### config.mk
export PLATFORM = sky130hd
export DESIGN_NAME = signed_int_to_decimal_ascii_top_flat
export DESIGN_NICKNAME = d
export VERILOG_FILES = /design/src/rtl/s2d_pkg.sv /design/src/rtl/s2d_value_if.sv /design/src/rtl/s2d_char_if.sv /design/src/rtl/signed_int_to_decimal_ascii_top.sv /design/src/rtl/s2d_dabble_step.sv /design/src/rtl/s2d_emitter.sv /design/src/flat_wrapper.sv
export SDC_FILE = /design/constraint.sdc
export NUM_CORES = 2
export LEC_CHECK = 0
export ABC_AREA = 1
export BUFFER_PORTS_ARGS = -buffer_cell sky130_fd_sc_hd__buf_2
export CELL_PAD_IN_SITES_DETAIL_PLACEMENT = 0
export CELL_PAD_IN_SITES_GLOBAL_PLACEMENT = 1
export CORE_ASPECT_RATIO = 2
export CORE_MARGIN = 8
export CORE_UTILIZATION = 55
export CTS_BUF_LIST = sky130_fd_sc_hd__clkbuf_4 sky130_fd_sc_hd__clkbuf_8
export DETAILED_ROUTE_END_ITERATION = 10
export GPL_TIMING_DRIVEN = 1
export PLACE_DENSITY = 0.87
export SYNTH_ARGS = -nofsm -noshare
export SYNTH_HDL_FRONTEND = slang
export SYNTH_HIERARCHICAL = 1
export SYNTH_SLANG_ARGS = --single-unit
### constraint.sdc
create_clock -name i_clk -period 9.95 [get_ports i_clk]
set_clock_uncertainty 0.05 [all_clocks]
set_input_delay 1.99 -clock i_clk [delete_from_list [all_inputs] [get_ports i_clk]]
set_output_delay 1.99 -clock i_clk [all_outputs]
set_load 0.005 [all_outputs]
### src/rtl/s2d_pkg.sv
// ----------------------------------------------------------------------------
// s2d_pkg
// Shared types and character codes for the integer to decimal text block.
// ----------------------------------------------------------------------------
package s2d_pkg;

    typedef logic [5:0] t_char;

    localparam t_char ASCII_ZERO  = 6'h30;
    localparam t_char ASCII_MINUS = 6'h2D;

endpackage

### src/rtl/s2d_value_if.sv
// ----------------------------------------------------------------------------
// s2d_value_if
// Valid/ready channel carrying one signed integer.
// ----------------------------------------------------------------------------
interface s2d_value_if #(
    parameter int VALUE_WIDTH = 32
);
    logic                          valid;
    logic                          ready;
    logic signed [VALUE_WIDTH-1:0] value;

    modport source (output valid, output value, input ready);
    modport sink   (input valid, input value, output ready);
endinterface

### src/rtl/s2d_char_if.sv
// ----------------------------------------------------------------------------
// s2d_char_if
// Valid/ready channel carrying the low six bits of one ASCII character and an end-of-text flag.
// ----------------------------------------------------------------------------
interface s2d_char_if;
    logic           valid;
    logic           ready;
    s2d_pkg::t_char character;
    logic           last;

    modport source (output valid, output character, output last, input ready);
    modport sink   (input valid, input character, input last, output ready);
endinterface

### src/rtl/signed_int_to_decimal_ascii_top.sv
// ----------------------------------------------------------------------------
// signed_int_to_decimal_ascii_top
// Signed integer in, decimal ASCII text out, most significant digit first.
// ----------------------------------------------------------------------------
// Each integer becomes a run of characters: an optional '-', then the digits
// with leading zeros dropped ('0' for zero); the final character has last set.
// The sign/magnitude register and VALUE_WIDTH double-dabble steps form a
// pipeline that takes a value every cycle unless the sequencer holds it back;
// a value passes the input register and each step register in turn on its way
// to the character sequencer. The sequencer sets the sustained rate: it walks
// NDIG digit positions per value, NDIG being the decimal digit count of the
// widest magnitude, takes no new value before the current one is done, and
// accepts the next while the last character still waits in the output register.
module signed_int_to_decimal_ascii_top #(
    parameter int VALUE_WIDTH = 32
) (
    input  logic        i_clk,
    input  logic        i_rst_n,
    s2d_value_if.sink   i_in,
    s2d_char_if.source  o_out
);
    localparam int NDIG = (VALUE_WIDTH * 30103) / 100000 + 1;

    logic                   r_in_valid;
    logic [VALUE_WIDTH-1:0] r_mag;
    logic                   r_neg;

    logic                   st_valid [VALUE_WIDTH+1];
    logic                   st_ready [VALUE_WIDTH+1];
    logic [VALUE_WIDTH-1:0] st_bin   [VALUE_WIDTH+1];
    logic [4*NDIG-1:0]      st_bcd   [VALUE_WIDTH+1];
    logic                   st_neg   [VALUE_WIDTH+1];

    assign i_in.ready = !r_in_valid || st_ready[0];

    always_ff @(posedge i_clk) begin
        if (!i_rst_n) begin
            r_in_valid <= 1'b0;
        end else if (i_in.ready) begin
            r_in_valid <= i_in.valid;
        end
        if (i_in.valid && i_in.ready) begin
            // unsigned magnitude, so the most negative value is exact
            r_mag <= i_in.value[VALUE_WIDTH-1] ? (~i_in.value + 1'b1) : i_in.value;
            r_neg <= i_in.value[VALUE_WIDTH-1];
        end
    end

    assign st_valid[0] = r_in_valid;
    assign st_bin[0]   = r_mag;
    assign st_bcd[0]   = '0;
    assign st_neg[0]   = r_neg;

    for (genvar g = 0; g < VALUE_WIDTH; g++) begin : g_step
        s2d_dabble_step #(
            .VALUE_WIDTH (VALUE_WIDTH),
            .NDIG        (NDIG)
        ) u_step (
            .i_clk   (i_clk),
            .i_rst_n (i_rst_n),
            .i_valid (st_valid[g]),
            .o_ready (st_ready[g]),
            .i_bin   (st_bin[g]),
            .i_bcd   (st_bcd[g]),
            .i_neg   (st_neg[g]),
            .o_valid (st_valid[g+1]),
            .i_ready (st_ready[g+1]),
            .o_bin   (st_bin[g+1]),
            .o_bcd   (st_bcd[g+1]),
            .o_neg   (st_neg[g+1])
        );
    end

    s2d_emitter #(
        .NDIG (NDIG)
    ) u_emitter (
        .i_clk   (i_clk),
        .i_rst_n (i_rst_n),
        .i_valid (st_valid[VALUE_WIDTH]),
        .o_ready (st_ready[VALUE_WIDTH]),
        .i_bcd   (st_bcd[VALUE_WIDTH]),
        .i_neg   (st_neg[VALUE_WIDTH]),
        .o_out   (o_out)
    );
endmodule

### src/rtl/s2d_dabble_step.sv
// ----------------------------------------------------------------------------
// s2d_dabble_step
// One shift-and-add-3 step of binary to BCD conversion, registered.
// ----------------------------------------------------------------------------
module s2d_dabble_step #(
    parameter int VALUE_WIDTH = 32,
    parameter int NDIG        = 10
) (
    input  logic                   i_clk,
    input  logic                   i_rst_n,
    input  logic                   i_valid,
    output logic                   o_ready,
    input  logic [VALUE_WIDTH-1:0] i_bin,
    input  logic [4*NDIG-1:0]      i_bcd,
    input  logic                   i_neg,
    output logic                   o_valid,
    input  logic                   i_ready,
    output logic [VALUE_WIDTH-1:0] o_bin,
    output logic [4*NDIG-1:0]      o_bcd,
    output logic                   o_neg
);
    logic                   r_valid;
    logic [VALUE_WIDTH-1:0] r_bin;
    logic [4*NDIG-1:0]      r_bcd;
    logic                   r_neg;
    logic [4*NDIG-1:0]      adj;
    logic                   load;

    always_comb begin
        for (int d = 0; d < NDIG; d++) begin
            if (i_bcd[4*d +: 4] >= 4'd5) begin
                adj[4*d +: 4] = i_bcd[4*d +: 4] + 4'd3;
            end else begin
                adj[4*d +: 4] = i_bcd[4*d +: 4];
            end
        end
    end

    assign o_ready = !r_valid || i_ready;
    assign load    = i_valid && o_ready;

    always_ff @(posedge i_clk) begin
        if (!i_rst_n) begin
            r_valid <= 1'b0;
        end else if (o_ready) begin
            r_valid <= i_valid;
        end
        if (load) begin
            r_bcd <= {adj[4*NDIG-2:0], i_bin[VALUE_WIDTH-1]};
            r_bin <= {i_bin[VALUE_WIDTH-2:0], 1'b0};
            r_neg <= i_neg;
        end
    end

    assign o_valid = r_valid;
    assign o_bin   = r_bin;
    assign o_bcd   = r_bcd;
    assign o_neg   = r_neg;
endmodule

### src/rtl/s2d_emitter.sv
// ----------------------------------------------------------------------------
// s2d_emitter
// Walks the BCD digits, drops leading zeros and sends the characters out.
// ----------------------------------------------------------------------------
module s2d_emitter #(
    parameter int NDIG = 10
) (
    input  logic              i_clk,
    input  logic              i_rst_n,
    input  logic              i_valid,
    output logic              o_ready,
    input  logic [4*NDIG-1:0] i_bcd,
    input  logic              i_neg,
    s2d_char_if.source        o_out
);
    localparam int CW = $clog2(NDIG + 1);

    localparam logic [1:0] ST_IDLE  = 2'd0;
    localparam logic [1:0] ST_SIGN  = 2'd1;
    localparam logic [1:0] ST_SKIP  = 2'd2;
    localparam logic [1:0] ST_DIGIT = 2'd3;

    logic [1:0]        r_state, n_state;
    logic [4*NDIG-1:0] r_bcd, n_bcd;
    logic [CW-1:0]     r_cnt, n_cnt;
    logic              r_out_valid, n_out_valid;
    s2d_pkg::t_char    r_char, n_char;
    logic              r_last, n_last;
    logic              can_push;
    logic [3:0]        top_digit;

    assign can_push  = !r_out_valid || o_out.ready;
    assign top_digit = r_bcd[4*NDIG-1 -: 4];
    assign o_ready   = (r_state == ST_IDLE);

    always_comb begin
        n_state     = r_state;
        n_bcd       = r_bcd;
        n_cnt       = r_cnt;
        n_out_valid = r_out_valid && !o_out.ready;
        n_char      = r_char;
        n_last      = r_last;
        case (r_state)
            ST_IDLE: begin
                if (i_valid) begin
                    n_bcd   = i_bcd;
                    n_cnt   = CW'(NDIG);
                    n_state = i_neg ? ST_SIGN : ST_SKIP;
                end
            end
            ST_SIGN: begin
                if (can_push) begin
                    n_out_valid = 1'b1;
                    n_char      = s2d_pkg::ASCII_MINUS;
                    n_last      = 1'b0;
                    n_state     = ST_SKIP;
                end
            end
            ST_SKIP: begin
                // keep at least one digit so zero prints as '0'
                if (top_digit == 4'd0 && r_cnt != CW'(1)) begin
                    n_bcd = {r_bcd[4*NDIG-5:0], 4'd0};
                    n_cnt = r_cnt - CW'(1);
                end else begin
                    n_state = ST_DIGIT;
                end
            end
            ST_DIGIT: begin
                if (can_push) begin
                    n_out_valid = 1'b1;
                    n_char      = s2d_pkg::ASCII_ZERO | {2'b00, top_digit};
                    n_last      = (r_cnt == CW'(1));
                    n_bcd       = {r_bcd[4*NDIG-5:0], 4'd0};
                    n_cnt       = r_cnt - CW'(1);
                    if (r_cnt == CW'(1)) begin
                        n_state = ST_IDLE;
                    end
                end
            end
            default: n_state = ST_IDLE;
        endcase
    end

    always_ff @(posedge i_clk) begin
        if (!i_rst_n) begin
            r_state     <= ST_IDLE;
            r_out_valid <= 1'b0;
        end else begin
            r_state     <= n_state;
            r_out_valid <= n_out_valid;
        end
        r_bcd  <= n_bcd;
        r_cnt  <= n_cnt;
        r_char <= n_char;
        r_last <= n_last;
    end

    assign o_out.valid     = r_out_valid;
    assign o_out.character = r_char;
    assign o_out.last      = r_last;
endmodule

### src/flat_wrapper.sv
// flat-port wrapper written by rule: the top's interface ports become plain ports
module signed_int_to_decimal_ascii_top_flat 
#(
    parameter int VALUE_WIDTH = 32
)
  (i_clk, i_rst_n, i_in_valid, i_in_value, i_in_ready, o_out_valid, o_out_character, o_out_last, o_out_ready);
  s2d_value_if #(.VALUE_WIDTH(VALUE_WIDTH)) i_in_i ();
  s2d_char_if o_out_i ();
  input  logic i_clk;
  input  logic i_rst_n;
  input wire logic [$bits(i_in_i.valid)-1:0] i_in_valid;
  input wire logic [$bits(i_in_i.value)-1:0] i_in_value;
  output wire logic [$bits(i_in_i.ready)-1:0] i_in_ready;
  output wire logic [$bits(o_out_i.valid)-1:0] o_out_valid;
  output wire logic [$bits(o_out_i.character)-1:0] o_out_character;
  output wire logic [$bits(o_out_i.last)-1:0] o_out_last;
  input wire logic [$bits(o_out_i.ready)-1:0] o_out_ready;
  assign i_in_i.valid = i_in_valid;
  assign i_in_i.value = i_in_value;
  assign i_in_ready = i_in_i.ready;
  assign o_out_valid = o_out_i.valid;
  assign o_out_character = o_out_i.character;
  assign o_out_last = o_out_i.last;
  assign o_out_i.ready = o_out_ready;
  signed_int_to_decimal_ascii_top #(.VALUE_WIDTH(VALUE_WIDTH)) u_core (.i_clk(i_clk), .i_rst_n(i_rst_n), .i_in(i_in_i), .o_out(o_out_i));
endmodule
Word-level counts from Yosys, hierarchy flattened:

Index checks and enable logic that the tools add are counted.

* register bits after elaboration: 1709

* add/sub/neg operators: 267
* $lt $le $gt $ge: 265
* equal/unequal tests: 11
* muxes and demuxes: 289
* bitwise operators: 1
* reduce and logical (&&, ||, !) cells: 112

Operators by type and width (number)
* $ge 4x3->1 const B: 255
* $mux 4: 237
* $add 4x2->4 const B: 234
* $mux 40: 3
* $pmux 40 s3: 1
* $add 3x2->3 const B: 21
* $mux 3: 21
* $logic_and 1x1->1: 35
* $logic_not 1->1: 35
* $logic_or 1x1->1: 34
* $add 32x1->32 const B: 1
* $not 32->32: 1
* $mux 31: 1
* $add 1x2->3 const AB: 9
* $ge 1x3->1 const AB: 9
* $mux 1: 14
* $mux 2: 6
* $mux 6: 2
* $pmux 4 s3: 1
* $pmux 6 s2: 1
* $ne 2x2->1 const B: 5
* $pmux 2 s4: 1
* $reduce_and 5->1: 1
* $eq 2x2->1 const B: 2
* 15 further kinds: 15

Logic depth before layout (Yosys ltp):

* word-level depth: 35
* gate-level depth with buffers: 69
* mapped depth without buffers: 69

Cells and area by module:

The synthesis kept the hierarchy.

By module, submodules not included
* s2d_dabble_step: instances 32, cells an instance 292, area an instance 3363.2 sq um, seq. area each 2182.1 sq um
* s2d_emitter: instances 1, cells an instance 250, area an instance 2414.8 sq um, seq. area each 1561.5 sq um
* signed_int_to_decimal_ascii_top: instances 1, cells an instance 260, area an instance 2080.7 sq um, seq. area each 1011.0 sq um

Worst setup path before layout:

No wires, ideal clock.

* path type: register to register
* from: register u_core.u_emitter.r_state[0]
* to: register u_core.g_step[0].u_step.r_bcd[0] (enable)
* arrival time: 7.256 ns
* required time: 9.374 ns
* path slack: 2.118 ns
* cell stages (with the launch flop): 67
* path buffers: 0
* path through: dfxtp_1 -> inv_1 -> ha_1 -> inv_1 -> nand2_1 -> inv_1 -> nand2_1 -> inv_1 -> nand2_1 -> inv_1 -> nand2_1 -> inv_1 -> nand2_1 -> inv_1 -> nand2_1 -> inv_1 -> nand2_1 -> inv_1 -> [31 not listed] -> inv_1 -> nand2_1 -> inv_1 -> nand2_1 -> inv_1 -> nand2_1 -> inv_1 -> nand2_1 -> inv_1 -> nand2_1 -> inv_1 -> nand2_1 -> inv_1 -> nand2_1 -> inv_1 -> nand2_1 -> inv_1 -> a21oi_1

RTL lines
* from (decl): line s2d_emitter.sv:23 `logic [1:0] r_state, n_state;`
* from (signal assigned): line s2d_emitter.sv:89 `r_state <= n_state;`
* to (signal assigned): line s2d_dabble_step.sv:49 `r_bcd <= {adj[4*NDIG-2:0], i_bin[VALUE_WIDTH-1]};`
* to (decl): line s2d_dabble_step.sv:24 `logic [4*NDIG-1:0] r_bcd;`

==> run_results.csv <==
group,metric,value,unit
outcome,status,"complete, no violations",
worst_setup_path,path_max_fanout,4,
global_routing,antenna_found_initial,2,
power,irDropWorstVdd,0.175,mV
cells_and_area,drive_gt1_share,12.3,%
route,drt-vias-per-instance,4.97,
sta,min_period,9.19,ns
logic_synthesis,synth_area,96900,um2
placement,dp_slack,0.472,ns
sta,fin_ws,0.764,ns
clocking,hold_buffers,0,
floorplan,die_area,191000,um2
route,drt_iter0_markers,3126,
worst_setup_path,cp-end-kind,"output pin",
global_routing,grt_max_degree,73,
worst_setup_path,r2r-end,"u_core/g_step[0].u_step/o_bcd[37]",
cells_and_area,final_area,106000,um2
power,leakagePower,45.4,nW
route,drc,0,
worst_setup_path,reg2reg_slack,3.18,ns
worst_setup_path,cp.arrival,7.15,ns
clocking,cts_sinks,1927,
floorplan,io_pins,45,
global_routing,grt_pass1_wl,272,mm
route,drtAntennaViolNets,0,
global_routing,grt_use_total,16.9,%
worst_setup_path,cp_slowest_cell,"dfxtp_2",
placement,place.gp.congestion,0.825,
sta,final_max_slew_viol_count,0,
clocking,htree_levels,5,
sta,max_freq,109,MHz
worst_setup_path,r2r-start,"u_core/u_emitter/r_state[0]",
sta,hold_viol,0,
cells_and_area,utilization,60.6,%
cells_and_area,fillCellCount,14324,
cells_and_area,nets,10475,
clocking,cts_tree,"yes",
worst_hold_path,hold_path_depth,0,
route,first_pass_iters,6,
sta,slew_headroom,34.6,%
placement,hpwlAfterDp,116,mm
route,wire_per_inst,13.2,um
floorplan,num_rows,218,
sta,tns,0,ns
floorplan,initial_utilization,55.1,%
logic_synthesis,syn_area_per_cell,10.4,um2
cells_and_area,areaGrowthSynthToFinish,9.94,%
floorplan,die_w,313,um
worst_hold_path,hp-start,"u_core/g_step[8].u_step/o_bin[15]",
worst_setup_path,path_class,"reg -> out",
clocking,clk_pin_slew,0.07,ns
sta,setup_violations,0,
worst_hold_path,min_to,"u_core/g_step[9].u_step/o_bin[16]",
clocking,numCtsBuffers,283,
worst_setup_path,cpPeakStageDelay,0.36,ns
placement,place_area,101000,um2
job,maxCapViolCount,0,
logic_synthesis,yosys_warnings,6,
floorplan,coreArea,176000,um2
sta,worstMarginPinSlew,0.978,ns
global_routing,grt_overflow,0,
power,power,15.9,mW
clocking,cts-root-buf,"clkbuf_8",
route,vias,61128,
floorplan,fp.dieH,609,um
sta,rsz0062_at_grt,"no",
route,wirelength,162,mm
power,power_density,149,nW/um2
sta,min_period_over_period,92.3,%
clocking,clk_latency,0.89,ns
worst_setup_path,critPathRequiredTime,7.91,ns
clocking,clockBufferDepth,4,
logic_synthesis,syn_inst,9294,
worst_hold_path,min_path_type,"reg -> reg",
worst_setup_path,reg2reg_depth,67,
worst_setup_path,cp-start-kind,"flip-flop",
global_routing,grt_pass1_vias,59044,
placement,portBuffers,43,
==> area by class of cell <==
| type | count | area [um2] | area share (%) |
|---|---|---|---|
| clock buffer | 352 | 4460 | 4.19 |
| tap | 2310 | 2890 | 2.71 |
| timing repair buffer | 79 | 485 | 0.456 |
| multi-input combinational | 5856 | 34000 | 32.0 |
| clock inverter | 137 | 933 | 0.877 |
| antenna | 2 | 5.00 | 0.00470 |
| inverter | 1643 | 6170 | 5.79 |
| sequential | 1927 | 57500 | 54.0 |
==> report_power, final <==
part | internal, mW | switching, mW
combinational | 0.157 | 0.380
clock | 3.24 | 2.98
sequential | 9.03 | 0.0783
==> timing repair <==
item | 4_1_cts | 5_1_grt
endpoints found under the setup margin | 1 | 1
hold endpoints to repair | 0 | 0
resized for setup | 16 | 19
buffers inserted | 1 | 1
==> how the worst max path moves through the flow <==
stage                                            from                                to  slack (ns)  cells after the start
after floorplan           u_core/u_emitter/r_state[0]  u_core/g_step[0].u_step/o_bcd[0]        2.12                     66
after global placement    u_core/u_emitter/r_state[0]                        i_in_ready        0.54                     69
after detailed placement  u_core/u_emitter/r_state[0]                        i_in_ready        0.47                     69
after CTS                 u_core/u_emitter/r_state[0]                        i_in_ready       0.007                     69
after global routing      u_core/u_emitter/r_state[0]                        i_in_ready        0.01                     69
final                     u_core/u_emitter/r_state[0]                        i_in_ready        0.76                     69
==> per-stage QoR <==
step	hold slack, ns	cells
after floorplan	0.350	9438
after global placement	0.351	11813
after detailed placement	0.355	11813
after CTS	0.351	12303
after global routing	0.340	12306
final	0.351	12306
==> flip-flops by register name, summed over array words and instances (netlist names) <==
name and cells:
u_core/g_step.u_step/o_bcd 1280, u_core/g_step.u_step/o_bin 496, u_core/g_step.u_step/o_neg 32, u_core/g_step.u_step/o_valid 32, u_core/r_in_valid 1, u_core/r_mag 32
u_core/r_neg 1, u_core/u_emitter/o_out.character 5, u_core/u_emitter/o_out.last 1, u_core/u_emitter/o_out.valid 1, u_core/u_emitter/r_bcd 40, u_core/u_emitter/r_cnt 4
u_core/u_emitter/r_state 2
==> worst max-delay path, delay by kind of cell, from the launching register on <==
family / cells / cell delay (ns)
buf+inv: 35 / 3.07
simple gates: 33 / 2.58
flops: 1 / 0.36
fa+ha+maj: 1 / 0.23
==> layout by cell type, fill, tap and decap left out, types with 5 or more instances in the layout <==
cell type and count:
nand2_1 2231, edfxtp_1 1891, inv_1 1543, o21ai_0 777, ha_1 649, nand3_1 531
a21oi_1 421, o21ai_2 291, clkbuf_8 290, nor2_1 282, conb_1 146, nor2_4 133
inv_2 100, nand2_2 67, clkinv_1 65, a21oi_2 65, clkbuf_4 62, buf_2 43
clkinv_2 42, nand4_1 36, buf_4 36, o21ai_1 35, xor2_1 35, dfxtp_1 34
a21boi_0 33, o21a_1 33, a21oi_4 33, nand3_2 32, clkinvlp_4 14, bufinv_16 11
xnor2_1 11, nor2_2 8, inv_6 5
==> per-layer routing <==
layer	track usage, %	vias to the layer above	routed length [um]
met4	5.65	0	4690
met2	31.6	772	84200
met5	0	-	0
met3	2.27	310	5140
met1	19.7	28087	68100
li1	-	31959	-
No activity file was read; power rests on OpenSTA's default activity.
